## config.mk

```make
export PLATFORM = sky130hd
export DESIGN_NAME = periodic_autocorrelation_half_top
export DESIGN_NICKNAME = d
export VERILOG_FILES = /design/src/rtl/pah_pkg.sv /design/src/rtl/periodic_autocorrelation_half_top.sv /design/src/rtl/pah_ctrl.sv /design/src/rtl/pah_dp.sv
export SDC_FILE = /design/constraint.sdc
export NUM_CORES = 1
export LEC_CHECK = 0
export BUFFER_PORTS_ARGS = -buffer_cell sky130_fd_sc_hd__buf_2
export CAP_MARGIN = 20
export CORE_MARGIN = 2
export CORE_UTILIZATION = 35
export CTS_CLUSTER_SIZE = 20
export DETAILED_ROUTE_END_ITERATION = 10
export GPL_TIMING_DRIVEN = 0
export PLACE_DENSITY = 0.49
export SYNTH_ARGS = -nofsm -noshare
export SYNTH_HDL_FRONTEND = slang
export SYNTH_SLANG_ARGS = --single-unit
```

## constraint.sdc

```tcl
create_clock -name i_clk -period 8.05 [get_ports i_clk]
set_input_delay 0.805 -clock i_clk [delete_from_list [all_inputs] [get_ports i_clk]]
set_output_delay 0.805 -clock i_clk [all_outputs]
set_load 0.01 [all_outputs]
```

## src/rtl/pah_pkg.sv

```systemverilog
// Shared types and constants for the periodic autocorrelation block.
// No dependencies; used by pah_ctrl, pah_dp and the top level.
package pah_pkg;

    localparam int SAMPLE_W   = 6;
    localparam int CFG_W      = 6;
    localparam int SHIFT_W    = 5;
    localparam int CORR_W     = 12;
    localparam int CORR_LIMIT = 1024;

    localparam logic [CFG_W-1:0] CFG_LEN_RESET = CFG_W'(32);

    // Command from the sequencer to the datapath for one multiply-accumulate term.
    typedef struct packed {
        logic               rd;       // a term is issued this cycle
        logic               first;    // first term of a shift: restart the sum
        logic               last;     // last term of a shift: produce a result
        logic               final_sh; // this shift is the last of the sequence
        logic [SHIFT_W-1:0] shift;
    } t_cmd;

endpackage

```

## src/rtl/periodic_autocorrelation_half_top.sv

```systemverilog
// After loading, one result is produced per shift from zero to len/2, each a sum of len
// terms. Throughput: one sample a cycle while loading; no samples are taken during
// computation, which is bound by the single shared multiply-accumulate unit (one term per
// cycle while no result is held back).
// Reset (synchronous, active low) sets the length to 32 and the load count to zero;
// the sample memory is not cleared, and an entry is only ever read after it was written.
// Top level of the periodic autocorrelation block. Depends on pah_pkg, pah_ctrl, pah_dp.
module periodic_autocorrelation_half_top #(
    parameter int MAX_LENGTH = 32
) (
    input  logic                                i_clk,
    input  logic                                i_rst_n,
    // Configuration: sequence length, written when the block is idle.
    input  logic                                i_cfg_wr_en,
    input  logic [pah_pkg::CFG_W-1:0]           i_cfg_wr_data,
    // Sample requests.
    input  logic                                i_in_valid,
    output logic                                o_in_ready,
    input  logic signed [pah_pkg::SAMPLE_W-1:0] i_sample,
    // Result requests.
    output logic                                o_out_valid,
    input  logic                                i_out_ready,
    output logic [pah_pkg::SHIFT_W-1:0]         o_shift,
    output logic signed [pah_pkg::CORR_W-1:0]   o_corr_value,
    output logic                                o_out_of_range,
    output logic                                o_last_result
);

    localparam int AW = $clog2(MAX_LENGTH);

    // The sequencer writes samples while loading, then walks every shift s from zero to
    // len/2 and, within it, every term j, addressing x[j] and x[(j+s) mod len]. The
    // datapath accumulates one product a cycle unless stalled and clamps the finished sum.
    logic          w_advance;
    logic          w_wr_en;
    logic [AW-1:0] w_wr_addr;
    logic [AW-1:0] w_rd_addr_a;
    logic [AW-1:0] w_rd_addr_b;
    pah_pkg::t_cmd w_cmd;

    pah_ctrl #(
        .MAX_LENGTH (MAX_LENGTH)
    ) u_ctrl (
        .i_clk         (i_clk),
        .i_rst_n       (i_rst_n),
        .i_cfg_wr_en   (i_cfg_wr_en),
        .i_cfg_wr_data (i_cfg_wr_data),
        .i_in_valid    (i_in_valid),
        .o_in_ready    (o_in_ready),
        .i_advance     (w_advance),
        .o_wr_en       (w_wr_en),
        .o_wr_addr     (w_wr_addr),
        .o_rd_addr_a   (w_rd_addr_a),
        .o_rd_addr_b   (w_rd_addr_b),
        .o_cmd         (w_cmd)
    );

    // The datapath stalls the sequencer whenever a result is held back by the receiver.
    pah_dp #(
        .MAX_LENGTH (MAX_LENGTH)
    ) u_dp (
        .i_clk          (i_clk),
        .i_rst_n        (i_rst_n),
        .i_wr_en        (w_wr_en),
        .i_wr_addr      (w_wr_addr),
        .i_wr_data      (i_sample),
        .i_rd_addr_a    (w_rd_addr_a),
        .i_rd_addr_b    (w_rd_addr_b),
        .i_cmd          (w_cmd),
        .o_advance      (w_advance),
        .o_out_valid    (o_out_valid),
        .i_out_ready    (i_out_ready),
        .o_shift        (o_shift),
        .o_corr_value   (o_corr_value),
        .o_out_of_range (o_out_of_range),
        .o_last_result  (o_last_result)
    );

endmodule

```

## src/rtl/pah_ctrl.sv

```systemverilog
// Sequencer of the periodic autocorrelation block: length register, load
// counter and the shift and term counters. Depends on pah_pkg.
module pah_ctrl #(
    parameter int MAX_LENGTH = 32
) (
    input  logic                        i_clk,
    input  logic                        i_rst_n,
    input  logic                        i_cfg_wr_en,
    input  logic [pah_pkg::CFG_W-1:0]   i_cfg_wr_data,
    input  logic                        i_in_valid,
    output logic                        o_in_ready,
    input  logic                        i_advance,
    output logic                        o_wr_en,
    output logic [$clog2(MAX_LENGTH)-1:0] o_wr_addr,
    output logic [$clog2(MAX_LENGTH)-1:0] o_rd_addr_a,
    output logic [$clog2(MAX_LENGTH)-1:0] o_rd_addr_b,
    output pah_pkg::t_cmd               o_cmd
);

    localparam int AW = $clog2(MAX_LENGTH);
    localparam int LW = $clog2(MAX_LENGTH + 1);

    typedef enum logic {
        S_LOAD,
        S_RUN
    } t_state;

    t_state                     r_state;
    logic [pah_pkg::CFG_W-1:0]  r_cfg_len;
    logic [AW-1:0]              r_count;
    logic [AW-1:0]              r_j;
    logic [AW-1:0]              r_idx;
    logic [AW-1:0]              r_s;

    logic [LW-1:0] w_len;
    logic [LW-1:0] w_half;
    logic          w_accept;
    logic          w_term_last;
    logic          w_shift_last;

    always_comb begin
        if (r_cfg_len == '0) begin
            w_len = LW'(1);
        end else if (int'(r_cfg_len) > MAX_LENGTH) begin
            w_len = LW'(MAX_LENGTH);
        end else begin
            w_len = LW'(r_cfg_len);
        end
    end

    assign w_half       = w_len >> 1;
    assign o_in_ready   = (r_state == S_LOAD);
    assign w_accept     = i_in_valid && o_in_ready;
    assign w_term_last  = (LW'(r_j) + LW'(1)) == w_len;
    assign w_shift_last = LW'(r_s) == w_half;

    assign o_wr_en        = w_accept;
    assign o_wr_addr      = r_count;
    assign o_rd_addr_a    = r_j;
    assign o_rd_addr_b    = r_idx;
    assign o_cmd.rd       = (r_state == S_RUN);
    assign o_cmd.first    = (r_j == '0);
    assign o_cmd.last     = w_term_last;
    assign o_cmd.final_sh = w_shift_last;
    assign o_cmd.shift    = pah_pkg::SHIFT_W'(r_s);

    always_ff @(posedge i_clk) begin
        if (!i_rst_n) begin
            r_state   <= S_LOAD;
            r_cfg_len <= pah_pkg::CFG_LEN_RESET;
            r_count   <= '0;
            r_j       <= '0;
            r_idx     <= '0;
            r_s       <= '0;
        end else if (i_cfg_wr_en) begin
            // A write discards any partly loaded sequence and stops a computation in progress.
            r_cfg_len <= i_cfg_wr_data;
            r_count   <= '0;
            r_state   <= S_LOAD;
        end else begin
            unique case (r_state)
                S_LOAD: begin
                    if (w_accept) begin
                        if ((LW'(r_count) + LW'(1)) >= w_len) begin
                            r_count <= '0;
                            r_j     <= '0;
                            r_idx   <= '0;
                            r_s     <= '0;
                            r_state <= S_RUN;
                        end else begin
                            r_count <= r_count + AW'(1);
                        end
                    end
                end
                S_RUN: begin
                    if (i_advance) begin
                        if (w_term_last) begin
                            r_j <= '0;
                            if (w_shift_last) begin
                                r_state <= S_LOAD;
                            end else begin
                                r_s   <= r_s + AW'(1);
                                r_idx <= r_s + AW'(1);
                            end
                        end else begin
                            r_j <= r_j + AW'(1);
                            if ((LW'(r_idx) + LW'(1)) == w_len) begin
                                r_idx <= '0;
                            end else begin
                                r_idx <= r_idx + AW'(1);
                            end
                        end
                    end
                end
                default: begin
                    r_state <= S_LOAD;
                end
            endcase
        end
    end

endmodule

```

## src/rtl/pah_dp.sv

```systemverilog
// Datapath of the periodic autocorrelation block: sample memory with two
// read ports, multiply-accumulate, clamping and result register. Depends on pah_pkg.
module pah_dp #(
    parameter int MAX_LENGTH = 32
) (
    input  logic                               i_clk,
    input  logic                               i_rst_n,
    input  logic                               i_wr_en,
    input  logic [$clog2(MAX_LENGTH)-1:0]      i_wr_addr,
    input  logic signed [pah_pkg::SAMPLE_W-1:0] i_wr_data,
    input  logic [$clog2(MAX_LENGTH)-1:0]      i_rd_addr_a,
    input  logic [$clog2(MAX_LENGTH)-1:0]      i_rd_addr_b,
    input  pah_pkg::t_cmd                      i_cmd,
    output logic                               o_advance,
    output logic                               o_out_valid,
    input  logic                               i_out_ready,
    output logic [pah_pkg::SHIFT_W-1:0]        o_shift,
    output logic signed [pah_pkg::CORR_W-1:0]  o_corr_value,
    output logic                               o_out_of_range,
    output logic                               o_last_result
);

    localparam int AW    = $clog2(MAX_LENGTH);
    localparam int PW    = 2 * pah_pkg::SAMPLE_W;
    localparam int ACC_W = PW + AW + 1;
    localparam logic signed [ACC_W-1:0] LIM_HI = ACC_W'(pah_pkg::CORR_LIMIT);
    localparam logic signed [ACC_W-1:0] LIM_LO = -LIM_HI;

    logic signed [pah_pkg::SAMPLE_W-1:0] r_mem [MAX_LENGTH];

    logic signed [pah_pkg::SAMPLE_W-1:0] r_a;
    logic signed [pah_pkg::SAMPLE_W-1:0] r_b;
    pah_pkg::t_cmd                       r_cmd;
    logic signed [ACC_W-1:0]             r_acc;

    logic signed [PW-1:0]    w_prod;
    logic signed [ACC_W-1:0] w_sum;

    // The whole pipeline holds while a result waits and is not taken.
    assign o_advance = !(o_out_valid && !i_out_ready);

    always_ff @(posedge i_clk) begin
        if (i_wr_en) begin
            r_mem[i_wr_addr] <= i_wr_data;
        end
        if (o_advance && i_cmd.rd) begin
            r_a <= r_mem[i_rd_addr_a];
            r_b <= r_mem[i_rd_addr_b];
        end
    end

    assign w_prod = r_a * r_b;
    assign w_sum  = r_cmd.first ? ACC_W'(w_prod) : r_acc + ACC_W'(w_prod);

    always_ff @(posedge i_clk) begin
        if (!i_rst_n) begin
            r_cmd       <= '0;
            o_out_valid <= 1'b0;
        end else begin
            if (o_advance) begin
                r_cmd <= i_cmd;
            end
            if (o_advance && r_cmd.rd && r_cmd.last) begin
                o_out_valid <= 1'b1;
            end else if (i_out_ready) begin
                o_out_valid <= 1'b0;
            end
        end
    end

    always_ff @(posedge i_clk) begin
        if (o_advance && r_cmd.rd) begin
            r_acc <= w_sum;
            if (r_cmd.last) begin
                o_shift       <= r_cmd.shift;
                o_last_result <= r_cmd.final_sh;
                if (w_sum > LIM_HI) begin
                    o_corr_value   <= pah_pkg::CORR_W'(LIM_HI);
                    o_out_of_range <= 1'b1;
                end else if (w_sum < LIM_LO) begin
                    o_corr_value   <= pah_pkg::CORR_W'(LIM_LO);
                    o_out_of_range <= 1'b1;
                end else begin
                    o_corr_value   <= w_sum[pah_pkg::CORR_W-1:0];
                    o_out_of_range <= 1'b0;
                end
            end
        end
    end

endmodule

```

==> impl_metrics.toml <==
[die]
num_rows = 76
start_util_pct = 35.5
core_area_mm2 = 0.0432
die_h_um = 213
dieArea_mm2 = 0.0455
die_x_um = 213
ios = 38

[yosys]
netlist.area_leader.share_pct = 47.2
synth_common_cells = "edfxtp_1 (241), mux4_2 (120), nand2_1 (80), nor2_1 (80), inv_1 (57)"
yosys_warnings = 0
yosys.area.top_type = "edfxtp_1"
synth.avg_cell_area_um2 = 14.2
ys_top_cells_by_area = "edfxtp_1 (47%), mux4_2 (18%), dfxtp_1 (4.8%), ha_1 (4.4%), fa_1 (3.5%)"
synth-edff-count = 241
synth_seq_cells = 278
synth_most_common_cell = "edfxtp_1"
synth.distinct_cells = 72
synthArstFlopShare_pct = 0
synthCells = 1080
synth.cell_area_mm2 = 0.0153
ys_seq_area_share_pct = 52.0
synth_top_flop_cell = "edfxtp_1"
synth.net_count = 1178

[timing]
tightest_slew_ps = 1050
setup_viol = 0
tns_ps = 0
hold_violations = 0
slew_violations = 0
fin_crit_ps = 6970
skew_ps = 17.5
max_freq_mhz = 143
slew_headroom_pct = 29.8
post-route-period-util_pct = 86.6
grt_setup_unrepaired = "false"

[setup_path]
slowest_delay_ps = 610
setup.worst_path.end_class = "flip-flop"
cp_common_cell = "fa_1"
startpoint = "u_dp.r_b[5]"
path_class = "flip-flop to flip-flop"
r2r_start = "u_dp.r_b[5]"
critPathMaxFanout = 10
critPathRequiredTime_ps = 8430
cp-start-kind = "flip-flop"
cp_top_family = "adder cells"
crit_chain = "nand2b_1, fa_1, fa_1, inv_1, fa_1, fa_1, ha_1, a21o_1, a22oi_1, a21oi_1, xnor2_1, inv_1, ha_1, nand3_1, nor3b_1, o211a_1, a211oi_1, o41ai_2, nand4_1, buf_4, a21boi_2"
cp_num_buf_inv = 3
worstPathArrival_ps = 7350
slowest_stage = "nor3b_1"

[placement]
numPortBuffers = 36
hpwl_um = 28400
place_area_mm2 = 0.0163
place.gp.congestion = 0.832

[pwr]
p_leak_nw = 5.81
power.density_mw_per_mm2 = 206
vdd_drop_max_v = 0.000116

[clock_tree]
htreeDepth = 2
clock_sinks = 278
clk_pin_slew_ps = 60
cts_inserted_buffers = 34
cts_tree = "built"
clockBufferDepth = 3
cts_root_buffer = "clkbuf_16"
clk_latency_ps = 530
cts_setup_buffers = 0
ctsHoldBuffers = 0
cts_resized = 0

[final_layout]
utilization_pct = 40.1
final_nets = 1251
stdcell_area_mm2 = 0.0173
n_antenna_cell = 0
syn_to_final_growth_pct = 12.8
drive_gt1_share_pct = 20.7
fillers = 4081

[drt]
wl_per_cell_um = 22.0
drt_iter0_markers = 632
via_per_inst = 5.25
num_vias = 9254
dr.pass1.iters = 4
remaining_drc_errors = 0
final_antenna_net_count = 0
wl_um = 38800

[grt]
antenna_found_initial = 0
grt_max_degree = 33
overflow = 0
track_usage_pct = 17.6
grt_pass1_vias = 9456
grt_pass1_wl_um = 58500

[worst_hold_path]
min_path_type = "flip-flop to flip-flop"
hold_start = "u_dp.r_cmd[5]"

[status]
status = "finished clean"

[job]
drv_cap = 0
## layout by cell type, fill, tap and decap left out, types with 5 or more instances in the layout
cell type	instances
nor2b_1	16
o211a_1	5
o21a_1	12
nor2_1	80
clkinv_1	7
xnor2_1	29
nand2_1	80
dfxtp_1	37
buf_2	41
a21oi_1	37
a21boi_2	6
ha_1	54
xor2_1	13
clkbuf_1	47
nand2b_1	8
mux4_2	120
inv_1	57
o211ai_1	5
mux2_2	12
edfxtp_1	241
a21o_1	8
or3_1	6
nor4_1	6
and3_1	6
and2_1	23
nor3_1	10
clkbuf_16	36
nand3_1	18
nand4_1	5
o21ai_0	23
mux2i_1	10
fa_1	27
buf_1	9
## routing by layer
layer	vias up	global-route usage, %	part of all wire, %
li1	4308	-	-
met1	4720	24.6	46
met2	175	28.5	48
met3	51	2.78	4.0
met4	0	4.93	2.2
met5	-	0	0
## path summary, 6_finish.rpt
path	end	slack, ps	depth (start not counted)
worst min-delay path	u_dp.o_last_result	440	0
worst max-delay path	u_dp.o_corr_value[1]	1080	21
worst max register to register	u_dp.o_corr_value[1]	1080	21
worst min register to register	u_dp.o_last_result	440	0
## cell families after synthesis
family | Yosys count | synth area share (%)
flip-flops | 278 | 52.0
AND/OR/NAND/NOR | 272 | 8.43
AO/OA/AOI/OAI | 152 | 7.23
multiplexers | 142 | 19.1
buffers and inverters | 113 | 2.88
adder cells (fa/ha/maj) | 81 | 7.93
XOR/XNOR | 42 | 2.40
## through the flow
step / setup slack, ps / hold slack [ps] / power (W) / instances
final: 1080 / 436 / 0.00356 / 1761
after global routing: 678 / 441 / 0.00371 / 1761
after CTS: 1030 / 434 / 0.00360 / 1761
after detailed placement: 1070 / 420 / 0.00215 / 1702
after global placement: 1110 / 420 / 0.00215 / 1701
after floorplan: 2000 / 408 / 0.00202 / 1080
## area by class of cell
cell class | count | area, um^2 | share of cell area [%]
plain buffers | 54 | 220 | 1.27
clock buffers | 45 | 935 | 5.40
clock inverters | 14 | 97.6 | 0.564
inverters | 59 | 221 | 1.28
multi-input cells | 689 | 6930 | 40.0
flip-flops and latches | 278 | 7980 | 46.1
well taps | 585 | 732 | 4.23
repair buffers | 37 | 195 | 1.13
## state kept, by name, indices dropped and copies added (netlist names), 6 cells and up
signal	cells
u_ctrl.r_cfg_len	6
u_dp.o_corr_value	12
u_dp.r_a	6
u_dp.r_acc	18
u_dp.r_b	6
u_dp.r_cmd	9
u_dp.r_mem	192
## where the power goes
part	switching, W	internal, W
sequential	0.00000709	0.00159
clock	0.000590	0.000848
combinational	0.000314	0.000215
No activity file was read; power rests on OpenSTA's default activity.
